## src/rtl/core/usm_pkg.sv

```systemverilog
// Shared types, constants and helpers of the unsharp mask core.
package usm_pkg;

  localparam int unsigned PIX_W      = 8;
  localparam int unsigned GAIN_W     = 12;
  localparam int unsigned WIDTH_W    = 11;
  localparam int unsigned HEIGHT_W   = 13;
  localparam int unsigned ROW_W      = 14;
  localparam int unsigned COL_SUM_W  = 10;
  localparam int unsigned WIN_SUM_W  = 12;
  localparam int unsigned OUT_W      = 16;
  localparam int unsigned CFG_DATA_W = 32;
  localparam int unsigned CFG_ADDR_W = 4;

  localparam int unsigned MAX_WIDTH_DEF = 1024;
  localparam int unsigned MIN_DIM       = 3;

  localparam logic [GAIN_W-1:0]   GAIN_RST   = 12'd256;
  localparam logic [WIDTH_W-1:0]  WIDTH_RST  = 11'd1024;
  localparam logic [HEIGHT_W-1:0] HEIGHT_RST = 13'd768;

  // Arithmetic of the sharpening datapath.
  localparam int unsigned DIFF_W   = 13;
  localparam int unsigned PROD_W   = 26;
  localparam int unsigned NUM_W    = 27;
  localparam int unsigned QX_W     = 20;
  localparam int unsigned RECIP_SH = 23;
  localparam logic [QX_W-1:0]  RECIP     = 20'd932068;  // ceil(2^23 / 9)
  localparam logic [NUM_W-1:0] ONE_Q     = 27'd2304;    // 9 * 256
  localparam logic [NUM_W-1:0] ROUND_OFS = 27'd4;
  localparam logic [NUM_W-1:0] SAT_X     = 27'd587529;  // 9 * 65281
  localparam logic [OUT_W-1:0] SAT_Q     = 16'd65280;

  typedef enum logic [1:0] {
    REG_GAIN   = 2'd0,
    REG_WIDTH  = 2'd1,
    REG_HEIGHT = 2'd2
  } reg_idx_e;

  typedef struct packed {
    logic             mode;
    logic [PIX_W-1:0] pixel_value;
  } in_item_t;

  typedef struct packed {
    logic [OUT_W-1:0] sharp_pixel;
    logic             frame_last;
  } out_item_t;

  // One column of the 3x3 window, top to bottom.
  typedef struct packed {
    logic [PIX_W-1:0] top;
    logic [PIX_W-1:0] mid;
    logic [PIX_W-1:0] bot;
  } col_t;

  // Neighborhood summary handed to the sharpening pipeline.
  typedef struct packed {
    logic [WIN_SUM_W-1:0] sum;
    logic [PIX_W-1:0]     center;
    logic                 last;
  } win_t;

  function automatic logic [COL_SUM_W-1:0] col_sum(col_t c);
    col_sum = COL_SUM_W'(c.top) + COL_SUM_W'(c.mid) + COL_SUM_W'(c.bot);
  endfunction

endpackage

```

## src/rtl/core/usm_cell.sv

```systemverilog
// One window column cell: holds a pixel column and gives its sum.
module usm_cell import usm_pkg::*; (
  input  logic                 clk_i,
  input  logic                 rst_ni,
  input  logic                 en_i,
  input  logic                 clear_i,
  input  col_t                 col_i,
  output col_t                 col_o,
  output logic [COL_SUM_W-1:0] sum_o
);

  col_t col_d, col_q;

  always_comb begin
    col_d = col_q;
    if (en_i) begin
      col_d = clear_i ? '0 : col_i;
    end
  end

  always_ff @(posedge clk_i or negedge rst_ni) begin
    if (!rst_ni) begin
      col_q <= '0;
    end else begin
      col_q <= col_d;
    end
  end

  assign col_o = col_q;
  assign sum_o = col_sum(col_q);

endmodule

```

## config.mk

```make
export PLATFORM = sky130hd
export DESIGN_NAME = usm_cell
export DESIGN_NICKNAME = d
export VERILOG_FILES = /design/src/rtl/core/usm_pkg.sv /design/src/rtl/core/usm_cell.sv
export SDC_FILE = /design/constraint.sdc
export NUM_CORES = 1
export LEC_CHECK = 0
export BUFFER_PORTS_ARGS = -buffer_cell sky130_fd_sc_hd__clkbuf_2
export CAP_MARGIN = 5
export CORE_UTILIZATION = 50
export DETAILED_ROUTE_END_ITERATION = 10
export PLACE_DENSITY = 0.81
export SLEW_MARGIN = 20
export SYNTH_ARGS = -nofsm -noshare
export SYNTH_HDL_FRONTEND = slang
export SYNTH_SLANG_ARGS = --single-unit
```

## constraint.sdc

```tcl
create_clock -name clk_i -period 7.72 [get_ports clk_i]
set_input_delay 0.772 -clock clk_i [delete_from_list [all_inputs] [get_ports clk_i]]
set_output_delay 0.772 -clock clk_i [all_outputs]
set_load 0.05 [all_outputs]
```

==> impl_results.md <==
- RSZ-0062 raised after global routing: no
- Final antenna-violating net count: 0
- # rows: 20
- Pins Over Slew Limit: 0
- Util after Layout: 0.6548
- Initial DRC Count: 73
- I/O Pins: between 60 and 70
- CTS Root Cell: clkbuf_4
- Total core area: 3128 um^2
- Vias per cell: a little over 5
- Crit path max fanout: 6
- Vias: about 1400
- Most frequent cells in the layout: 61 x clkbuf_2, 29 x inv_1, 24 x nand3b_1, 24 x o21ai_0, 24 x dfrtp_1
- Initial antenna violation count: 0
- Wirelength per Cell: 12.18 um
- First-pass GRT wire length: 5.637 mm
- Slew @ Worst Pin: ~0.75 ns
- Distinct cells, synth: 31
- Largest net degree at the start of global routing: about 50
- Fin Setup TNS: 0 ns
- Cts bufs inserted: 3
- Area leader, netlist: dfrtp_1
- Antenna Cells: 0
- Final period utilization: 0.5201
- Sequential cell area: about 600 um^2
- Fmax: 249.1 MHz
- Initial Util: 0.5372
- Dpl cells: 282
- Hold buffers post-CTS: 0
- Cell Area, Synth: 1680 um^2
- Net Count, Synth: 231
- Gate Count Post-Synth: 184
- Hold WC Path Type: in2async
- Routability Congestion: around 0.8
- Worst setup EP type: output pin
- TritonRoute pass-1 iters: 4
- DP Worst Slack: slightly above 4 ns
- CTS tree: built
- Final net count: slightly below 300
- Critical Path AT: 3.24 ns
- Synthesis Warnings: 0
- GRT Util Overall: 0.2098
- DRC viols: 0
- Die H: between 50 and 60 um
- Vias in the first global route: 1317
- FF-to-FF Start: col_o[9]
- Hold Fails Final Rpt: 0
- GRT overflow: 0
- Max-Cap Viols: 0
- Die Width: 59.97 um
- Rel. slew slack: 0.5012
- Postcts setup bufs: 0
- Area grow syn2layout: 21.89%
- CTS H-tree depth: 1
- DP HPWL: ~2.7 mm
- Worst setup path start: col_o[8]
- Startpoint Class: register
- Tmin final: roughly 4 ns
- Final clock skew: 0 ns
- Required time of the critical path: about 7.0 ns
- Clk sinks: 24
- Skew-Pair Late Insertion Delay: roughly 0.31 ns
- Pleak: roughly 1.1 nW
- Fraction of layout cells with a size suffix above 1: 0.2975
- Resized Gates After CTS: 0
- Post-Layout Cell Count: around 290
- Share of the synthesized area in the top cell type: 0.3574
- Worst Reg-to-Reg Cells: 2
- CP Class: reg2out
- Die area: about 3600 um^2
- Synth top area cells: dfrtp_1 36%, ha_1 13%, nand3b_1 11%, o21ai_0 7.1%, inv_1 6.5%
- Status: completed
- Multi-input gate area: around 940 um^2
- Number of flip-flops in the largest register: 24
- Sequential-to-total area share from yosys stat: 0.3574
- VDD IR max: between 0.00009 and 0.0001 V
- Total Routed Length: roughly 3.5 mm
- Setup ws final: 3.705 ns
- Buffers on Ports: slightly above 60
- Power density cells: 221.3 nW/um^2
- CTS Buffer Depth: 2
- Commonest non-fill, non-tap cell in the layout: clkbuf_2
- Final-layout fill cell count: between 200 and 300
- Clk slew on worst S/H paths: between 0.1 and 0.15 ns
- Yosys reg bits: 24
- Reg2reg setup slack: 6.97 ns
- Final setup violation count: 0
- Worst reg2reg endpoint: col_o[9]
- Syn avg cell area: 9.132 um^2
==> final cells by class <==
class / instances / share of cell area
well taps: 44 / 0.02688
flip-flops and latches: 24 / 0.2932
clock buffers: 4 / 0.01772
inverters: 29 / 0.05315
repair buffers: 61 / 0.1491
multi-input cells: 124 / 0.4600
==> per-layer routing <==
layer / routed length, um / part of all wire / vias up / GRT usage
li1: - / - / 744 / -
met1: 1649 / 0.47 / 644 / 0.2692
met2: 1618 / 0.46 / 49 / 0.3492
met3: 162 / 0.046 / 6 / 0.03463
met4: 53 / 0.015 / 0 / 0.08970
met5: 0 / 0 / - / 0
==> where the power goes <==
group	internal, mW	switching [mW]
registers	0.136	0.00942
clock network	0.0288	0.0373
logic	0.0669	0.175
total	0.231	0.222
==> worst max path at each step <==
| stage | to | slack, ns | cells past startpoint |
|---|---|---|---|
| 2_1_floorplan | sum_o[8] | 3.53 | 13 |
| 3_3_place_gp | sum_o[8] | 4.15 | 14 |
| 3_5_place_dp | sum_o[7] | 4.07 | 14 |
| 4_1_cts | sum_o[7] | 3.69 | 14 |
| 5_1_grt | sum_o[7] | 3.48 | 14 |
| 6_report | sum_o[7] | 3.70 | 14 |
==> critical path, stage by stage (launching register included) <==
cell and delay [ns]:
dfrtp_1 0.40, ha_1 0.19, inv_1 0.06, fa_1 0.39, nand2b_1 0.18, nand2b_1 0.08, a21oi_1 0.08, xnor2_1 0.14
ha_1 0.39, nand3_1 0.12, o211ai_2 0.21, nor4_1 0.08, nor3_2 0.19, xor2_1 0.15, clkbuf_2 0.29
==> synth_stat cells <==
cell       number
nand2b_1        2
nand2_1         4
nor3_1          2
o211ai_1        1
o21bai_1        1
o21ai_0        24
dfrtp_1        24
clkbuf_1        5
nor3_2          1
a211oi_2        1
a21oi_1        10
o2111ai_1       1
inv_1          29
nand3_1         4
nor2_1          4
a21oi_2         2
or2_2           1
nand3b_1       24
xor2_1          6
a31oi_1         1
and3_1          1
ha_1           17
xnor2_1         7
nand4_1         1
o211ai_2        1
o2111ai_2       1
buf_2           2
fa_1            2
nor4_1          1
o21a_1          1
a21o_1          3
==> logic make-up after synthesis <==
| group | share of synthesized area |
|---|---|
| buffers and inverters | 0.08190 |
| DFF | 0.3574 |
| AOI/OAI and AO/OA | 0.1713 |
| adders and majority gates | 0.1504 |
| and+or+nand+nor | 0.1713 |
| xor gates and xnor gates | 0.06776 |
==> through the flow <==
stage          total power [mW]  area (um^2)  hold WS, ns
6_report                 0.4532         2048       0.4313
3_3_place_gp             0.3864         2012       0.5332
5_1_grt                  0.4826         2048       0.4589
3_5_place_dp             0.3901         2012       0.5450
4_1_cts                  0.4569         2048       0.4432
2_1_floorplan            0.3393         1680       0.4764
Power figures use the tool's default switching activity.
