===== config.mk =====
export PLATFORM = sky130hd
export DESIGN_NAME = usm_sharpen
export DESIGN_NICKNAME = d
export VERILOG_FILES = /design/src/rtl/core/usm_pkg.sv /design/src/rtl/core/usm_sharpen.sv
export SDC_FILE = /design/constraint.sdc
export NUM_CORES = 1
export LEC_CHECK = 0
export ABC_CLOCK_PERIOD_IN_PS = 14700
export BUFFER_PORTS_ARGS = -buffer_cell sky130_fd_sc_hd__buf_2
export CAP_MARGIN = 30
export CORE_MARGIN = 10
export CORE_UTILIZATION = 24
export CTS_CLUSTER_DIAMETER = 40
export DETAILED_ROUTE_END_ITERATION = 7
export SLEW_MARGIN = 20
export SYNTH_ARGS = -nofsm -noshare
export SYNTH_HDL_FRONTEND = slang
export SYNTH_SLANG_ARGS = --single-unit

===== constraint.sdc =====
create_clock -name clk_i -period 14.7 [get_ports clk_i]
set_input_delay 3.675 -clock clk_i [delete_from_list [all_inputs] [get_ports clk_i]]
set_output_delay 3.675 -clock clk_i [all_outputs]
set_load 0.05 [all_outputs]

===== src/rtl/core/usm_pkg.sv =====
// Shared types, constants and helpers of the unsharp mask core.
package usm_pkg;

  localparam int unsigned PIX_W      = 8;
  localparam int unsigned GAIN_W     = 12;
  localparam int unsigned WIDTH_W    = 11;
  localparam int unsigned HEIGHT_W   = 13;
  localparam int unsigned ROW_W      = 14;
  localparam int unsigned COL_SUM_W  = 10;
  localparam int unsigned WIN_SUM_W  = 12;
  localparam int unsigned OUT_W      = 16;
  localparam int unsigned CFG_DATA_W = 32;
  localparam int unsigned CFG_ADDR_W = 4;

  localparam int unsigned MAX_WIDTH_DEF = 1024;
  localparam int unsigned MIN_DIM       = 3;

  localparam logic [GAIN_W-1:0]   GAIN_RST   = 12'd256;
  localparam logic [WIDTH_W-1:0]  WIDTH_RST  = 11'd1024;
  localparam logic [HEIGHT_W-1:0] HEIGHT_RST = 13'd768;

  // Arithmetic of the sharpening datapath.
  localparam int unsigned DIFF_W   = 13;
  localparam int unsigned PROD_W   = 26;
  localparam int unsigned NUM_W    = 27;
  localparam int unsigned QX_W     = 20;
  localparam int unsigned RECIP_SH = 23;
  localparam logic [QX_W-1:0]  RECIP     = 20'd932068;  // ceil(2^23 / 9)
  localparam logic [NUM_W-1:0] ONE_Q     = 27'd2304;    // 9 * 256
  localparam logic [NUM_W-1:0] ROUND_OFS = 27'd4;
  localparam logic [NUM_W-1:0] SAT_X     = 27'd587529;  // 9 * 65281
  localparam logic [OUT_W-1:0] SAT_Q     = 16'd65280;

  typedef enum logic [1:0] {
    REG_GAIN   = 2'd0,
    REG_WIDTH  = 2'd1,
    REG_HEIGHT = 2'd2
  } reg_idx_e;

  typedef struct packed {
    logic             mode;
    logic [PIX_W-1:0] pixel_value;
  } in_item_t;

  typedef struct packed {
    logic [OUT_W-1:0] sharp_pixel;
    logic             frame_last;
  } out_item_t;

  // One column of the 3x3 window, top to bottom.
  typedef struct packed {
    logic [PIX_W-1:0] top;
    logic [PIX_W-1:0] mid;
    logic [PIX_W-1:0] bot;
  } col_t;

  // Neighborhood summary handed to the sharpening pipeline.
  typedef struct packed {
    logic [WIN_SUM_W-1:0] sum;
    logic [PIX_W-1:0]     center;
    logic                 last;
  } win_t;

  function automatic logic [COL_SUM_W-1:0] col_sum(col_t c);
    col_sum = COL_SUM_W'(c.top) + COL_SUM_W'(c.mid) + COL_SUM_W'(c.bot);
  endfunction

endpackage


===== src/rtl/core/usm_sharpen.sv =====
// Sharpening pipeline: gain product, rounding divide by nine, clipping.
module usm_sharpen import usm_pkg::*; (
  input  logic              clk_i,
  input  logic              rst_ni,
  input  logic [GAIN_W-1:0] gain_i,
  input  logic              win_valid_i,
  input  win_t              win_i,
  output logic              win_ready_o,
  output logic              out_valid_o,
  input  logic              out_stall_i,
  output out_item_t         out_data_o
);

  logic a_v_q, b_v_q, c_v_q, o_v_q;
  logic a_rdy, b_rdy, c_rdy, o_rdy;

  win_t                     a_q;
  logic signed [PROD_W-1:0] b_prod_q;
  logic [PIX_W-1:0]         b_pix_q;
  logic                     b_last_q;
  logic [QX_W-1:0]          c_x_q;
  logic                     c_zero_q, c_sat_q, c_last_q;
  out_item_t                o_q;

  logic [WIN_SUM_W-1:0]     p9;
  logic signed [DIFF_W-1:0] diff;
  logic signed [DIFF_W-1:0] gain_s;
  logic signed [PROD_W-1:0] prod;
  logic signed [NUM_W-1:0]  num, x;
  logic [2*QX_W-1:0]        qm;

  assign o_rdy = !o_v_q || !out_stall_i;
  assign c_rdy = !c_v_q || o_rdy;
  assign b_rdy = !b_v_q || c_rdy;
  assign a_rdy = !a_v_q || b_rdy;
  assign win_ready_o = a_rdy;

  // Stage a to b: gain times (9p - S).
  assign p9     = (WIN_SUM_W'(a_q.center) << 3) + WIN_SUM_W'(a_q.center);
  assign diff   = $signed({1'b0, p9}) - $signed({1'b0, a_q.sum});
  assign gain_s = $signed({1'b0, gain_i});
  assign prod   = PROD_W'(gain_s) * PROD_W'(diff);

  // Stage b to c: add the unit term and the rounding offset.
  assign num = $signed(ONE_Q * NUM_W'(b_pix_q)) + NUM_W'(b_prod_q);
  assign x   = num + $signed(ROUND_OFS);

  // Stage c to output: reciprocal multiply gives floor(x / 9).
  assign qm = (2*QX_W)'(c_x_q) * (2*QX_W)'(RECIP);

  always_ff @(posedge clk_i or negedge rst_ni) begin
    if (!rst_ni) begin
      a_v_q <= 1'b0;
      b_v_q <= 1'b0;
      c_v_q <= 1'b0;
      o_v_q <= 1'b0;
    end else begin
      if (a_rdy) a_v_q <= win_valid_i;
      if (b_rdy) b_v_q <= a_v_q;
      if (c_rdy) c_v_q <= b_v_q;
      if (o_rdy) o_v_q <= c_v_q;
    end
  end

  always_ff @(posedge clk_i) begin
    if (a_rdy) begin
      a_q <= win_i;
    end
    if (b_rdy) begin
      b_prod_q <= prod;
      b_pix_q  <= a_q.center;
      b_last_q <= a_q.last;
    end
    if (c_rdy) begin
      c_x_q    <= x[QX_W-1:0];
      c_zero_q <= (num <= 0);
      c_sat_q  <= (x >= $signed(SAT_X));
      c_last_q <= b_last_q;
    end
    if (o_rdy) begin
      if (c_zero_q) begin
        o_q.sharp_pixel <= '0;
      end else if (c_sat_q) begin
        o_q.sharp_pixel <= SAT_Q;
      end else begin
        o_q.sharp_pixel <= qm[RECIP_SH +: OUT_W];
      end
      o_q.frame_last <= c_last_q;
    end
  end

  assign out_valid_o = o_v_q;
  assign out_data_o  = o_q;

endmodule


==> impl_results.md <==
- Row count: 93
- Initial Utilization: 24.3%
- First-pass GRT wire length: 57700 um
- Top post-synthesis cells by area: fa_1 (27%), ha_1 (22%), edfxtp_1 (18%)
- Worst Skew: 0.0126 ns
- Setup_tns: 0 ns
- GRT Overall Usage: 9.33%
- FFs w/ async S/R, synth: 4.00%
- Final period util: 66.9%
- Root buf cell: clkbuf_16
- Minimum clock period: 9.84 ns
- Worst skew pair latency: 0.37 ns
- Post-CTS Setup Inserts: 0
- Slew headroom: 45.5%
- CP required: 14.82 ns
- Crit path capture: b_prod_q[25]
- Post-CTS Hold Buffers: 0
- H-tree Lvls: 3
- Dominant cell type by area after synthesis: fa_1
- Total core area: 64600 sq um
- Final setup vio count: 0
- Fill cells: 6794
- Register area share after synthesis: 19.0%
- Fmax: 0.102 GHz
- Yosys reg bits: 100
- Drt pass-1 iters: 5
- Grt ovf: 0
- TritonCTS Sinks: 100
- Chip Height: 276 um
- CTS tree: done
- Worst R2R Path Depth: 31
- Syn Inst Count: 1536
- Initial antenna violation count: 0
- Ports: 56
- Cell area after layout: 17300 sq um
- # diodes: 0
- Avg Cell Area, Syn: 10.2 sq um
- FF-to-FF Start: a_q[1]
- P&R area growth vs syn: 10.3%
- RePlAce Congestion: 0.857
- Reg-to-reg critical path endpoint: b_prod_q[25]
- Placed Area: 17000 sq um
- Worst setup path class: input pin to register
- Die X: 276 um
- Hold Violations, Final: 0
- HPWL Detailed: 29000 um
- Ys flop type: edfxtp_1
- Worst EP arrival: 9.96 ns
- Worst Max-Slew Pin Slew: 0.816 ns
- Register clock-pin slew on the reported worst setup and hold paths: 0.07 ns
- Synth top area share: 26.8%
- Inserted Clock Buffers: 9
- Via/cell ratio: 4.31
- Deepest clock path buffer count: 2
- Final Max Slew Viols: 0
- MaxCap Viol Count: 0
- Largest net degree at the start of global routing: 38
- Critical Path Sink Type: register
- Netlist cell types: 75
- Worst hold stages: 0
- Synth warn: 0
- Drt first-iter violations: 571
- Via count: 10500
- CP startpoint kind: input pin
- Vias in the first global route: 11600
- Antenna Nets Post-Route: 0
- Die area: 76000 sq um
- Post-synth EDFFs: 96
- Utilization after layout: 26.8%
- WL/cell: 13.9 um
- Syn nets: 2058
- Residual DRC: 0
- Register-to-Register Setup Slack: 4.99 ns
- CP Max Fanout: 13
- Input/output buffers: 55
- Worst min path class: register to register
- Crit path from: gain_i[0]
- Nets: 2104
- Mapped Area: 15700 sq um
- Share of layout cells above drive strength 1: 7.44%
- RSZ-0062 raised after global routing: no
- Outcome: complete, no violations
- Detailed Route WL: 34000 um
- CTS resizes: 0
kinds of logic (layout without fill, tap and decap cells):
group,count (synthesis),after routing,synth area share (%)
DFF,100,100,19.0
AOI/OAI and AO/OA,179,179,7.86
xor gates and xnor gates,75,75,4.45
muxes,2,2,0.136
buffers and inverters,343,394,8.22
and+or+nand+nor,352,352,11.6
adders and majority gates,485,485,48.8
area by class of cell:
type / count / area [sq um] / share of cell area, %
clock buffer: 10 / 239 / 1.38
clock inverter: 6 / 62.6 / 0.362
inverter: 311 / 1170 / 6.75
multi-input combinational: 1093 / 11400 / 66.0
sequential: 100 / 2980 / 17.2
tap: 855 / 1070 / 6.18
timing repair buffer: 67 / 369 / 2.13
how the worst min path moves through the flow:
stage,from,endpoint,slack [ns]
global placement,c_last_q,out_data_o[0],0.40
detailed placement,a_q[0],b_last_q,0.41
global route,c_last_q,out_data_o[0],0.45
finish,a_q[0],b_last_q,0.42
floorplan,a_q[0],b_last_q,0.40
CTS,a_q[0],b_last_q,0.43
flip-flops by register name, indices dropped and copies added (netlist names), 8 cells and up:
name and cells:
b_prod_q 26, out_data_o 17, b_pix_q 8, c_x_q 20, a_q 21
placed cells by master (no fill, tap or decap), drive strengths merged, types with 7 or more instances in the layout:
cell type,Yosys,routed
o21bai,7,7
nor3,16,16
a21oi,48,48
a21o,25,25
nor4,7,7
nand2b,18,18
o211ai,7,7
inv,311,314
clkbuf,30,10
xor2,26,26
buf,2,67
nand4,10,10
a211oi,10,10
nor2,58,58
nand2,118,118
nand3,17,17
a31oi,8,8
or2,11,11
o21ai,30,30
nor2b,20,20
fa,210,210
and3,9,9
xnor2,49,49
o21a,8,8
ha,275,275
and2,49,49
edfxtp,96,96
metrics by stage:
| step | setup slack (ns) | std cells | hold WS [ns] |
|---|---|---|---|
| 2_1_floorplan | 5.07 | 1536 | 0.400 |
| 3_3_place_gp | 4.55 | 2424 | 0.401 |
| 3_5_place_dp | 4.50 | 2426 | 0.408 |
| 4_1_cts | 4.88 | 2442 | 0.427 |
| 5_1_grt | 4.37 | 2442 | 0.446 |
| 6_report | 4.86 | 2442 | 0.423 |
worst max-delay path: stages:
cell and delay [ns]:
buf_2 0.18, or2_2 0.33, fa_1 0.52, fa_1 0.55, inv_1 0.06, fa_1 0.50
fa_1 0.52, fa_1 0.56, inv_1 0.06, fa_1 0.50, inv_1 0.04, ha_1 0.22
nor4_1 0.32, o21ai_1 0.16, a31o_2 0.26, o41a_1 0.35, and4_1 0.23, a2111oi_2 0.47
o21ai_0 0.17, a21oi_1 0.20, xnor2_1 0.08
metal layers:
metal,vias up,track usage (%),share of wire (%)
met4,0,2.52,2.0
li1,5102,-,-
met2,126,16.4,50
met1,5265,11.8,46
met3,35,1.25,2.2
met5,-,0,0
cells in the mapped netlist (11+ instances only):
cell / n
nand3_1: 16
nand2_1: 118
nand2b_1: 18
a21o_1: 25
or2_2: 11
nor2_1: 58
edfxtp_1: 96
fa_1: 210
a21oi_1: 48
nor3_1: 15
ha_1: 275
inv_1: 311
and2_1: 49
clkbuf_1: 30
xnor2_1: 47
o21ai_0: 26
xor2_1: 24
nor2b_1: 20
Power is not shown: default switching activity piles up to over one toggle a cycle in this logic, so the estimate is an artifact.
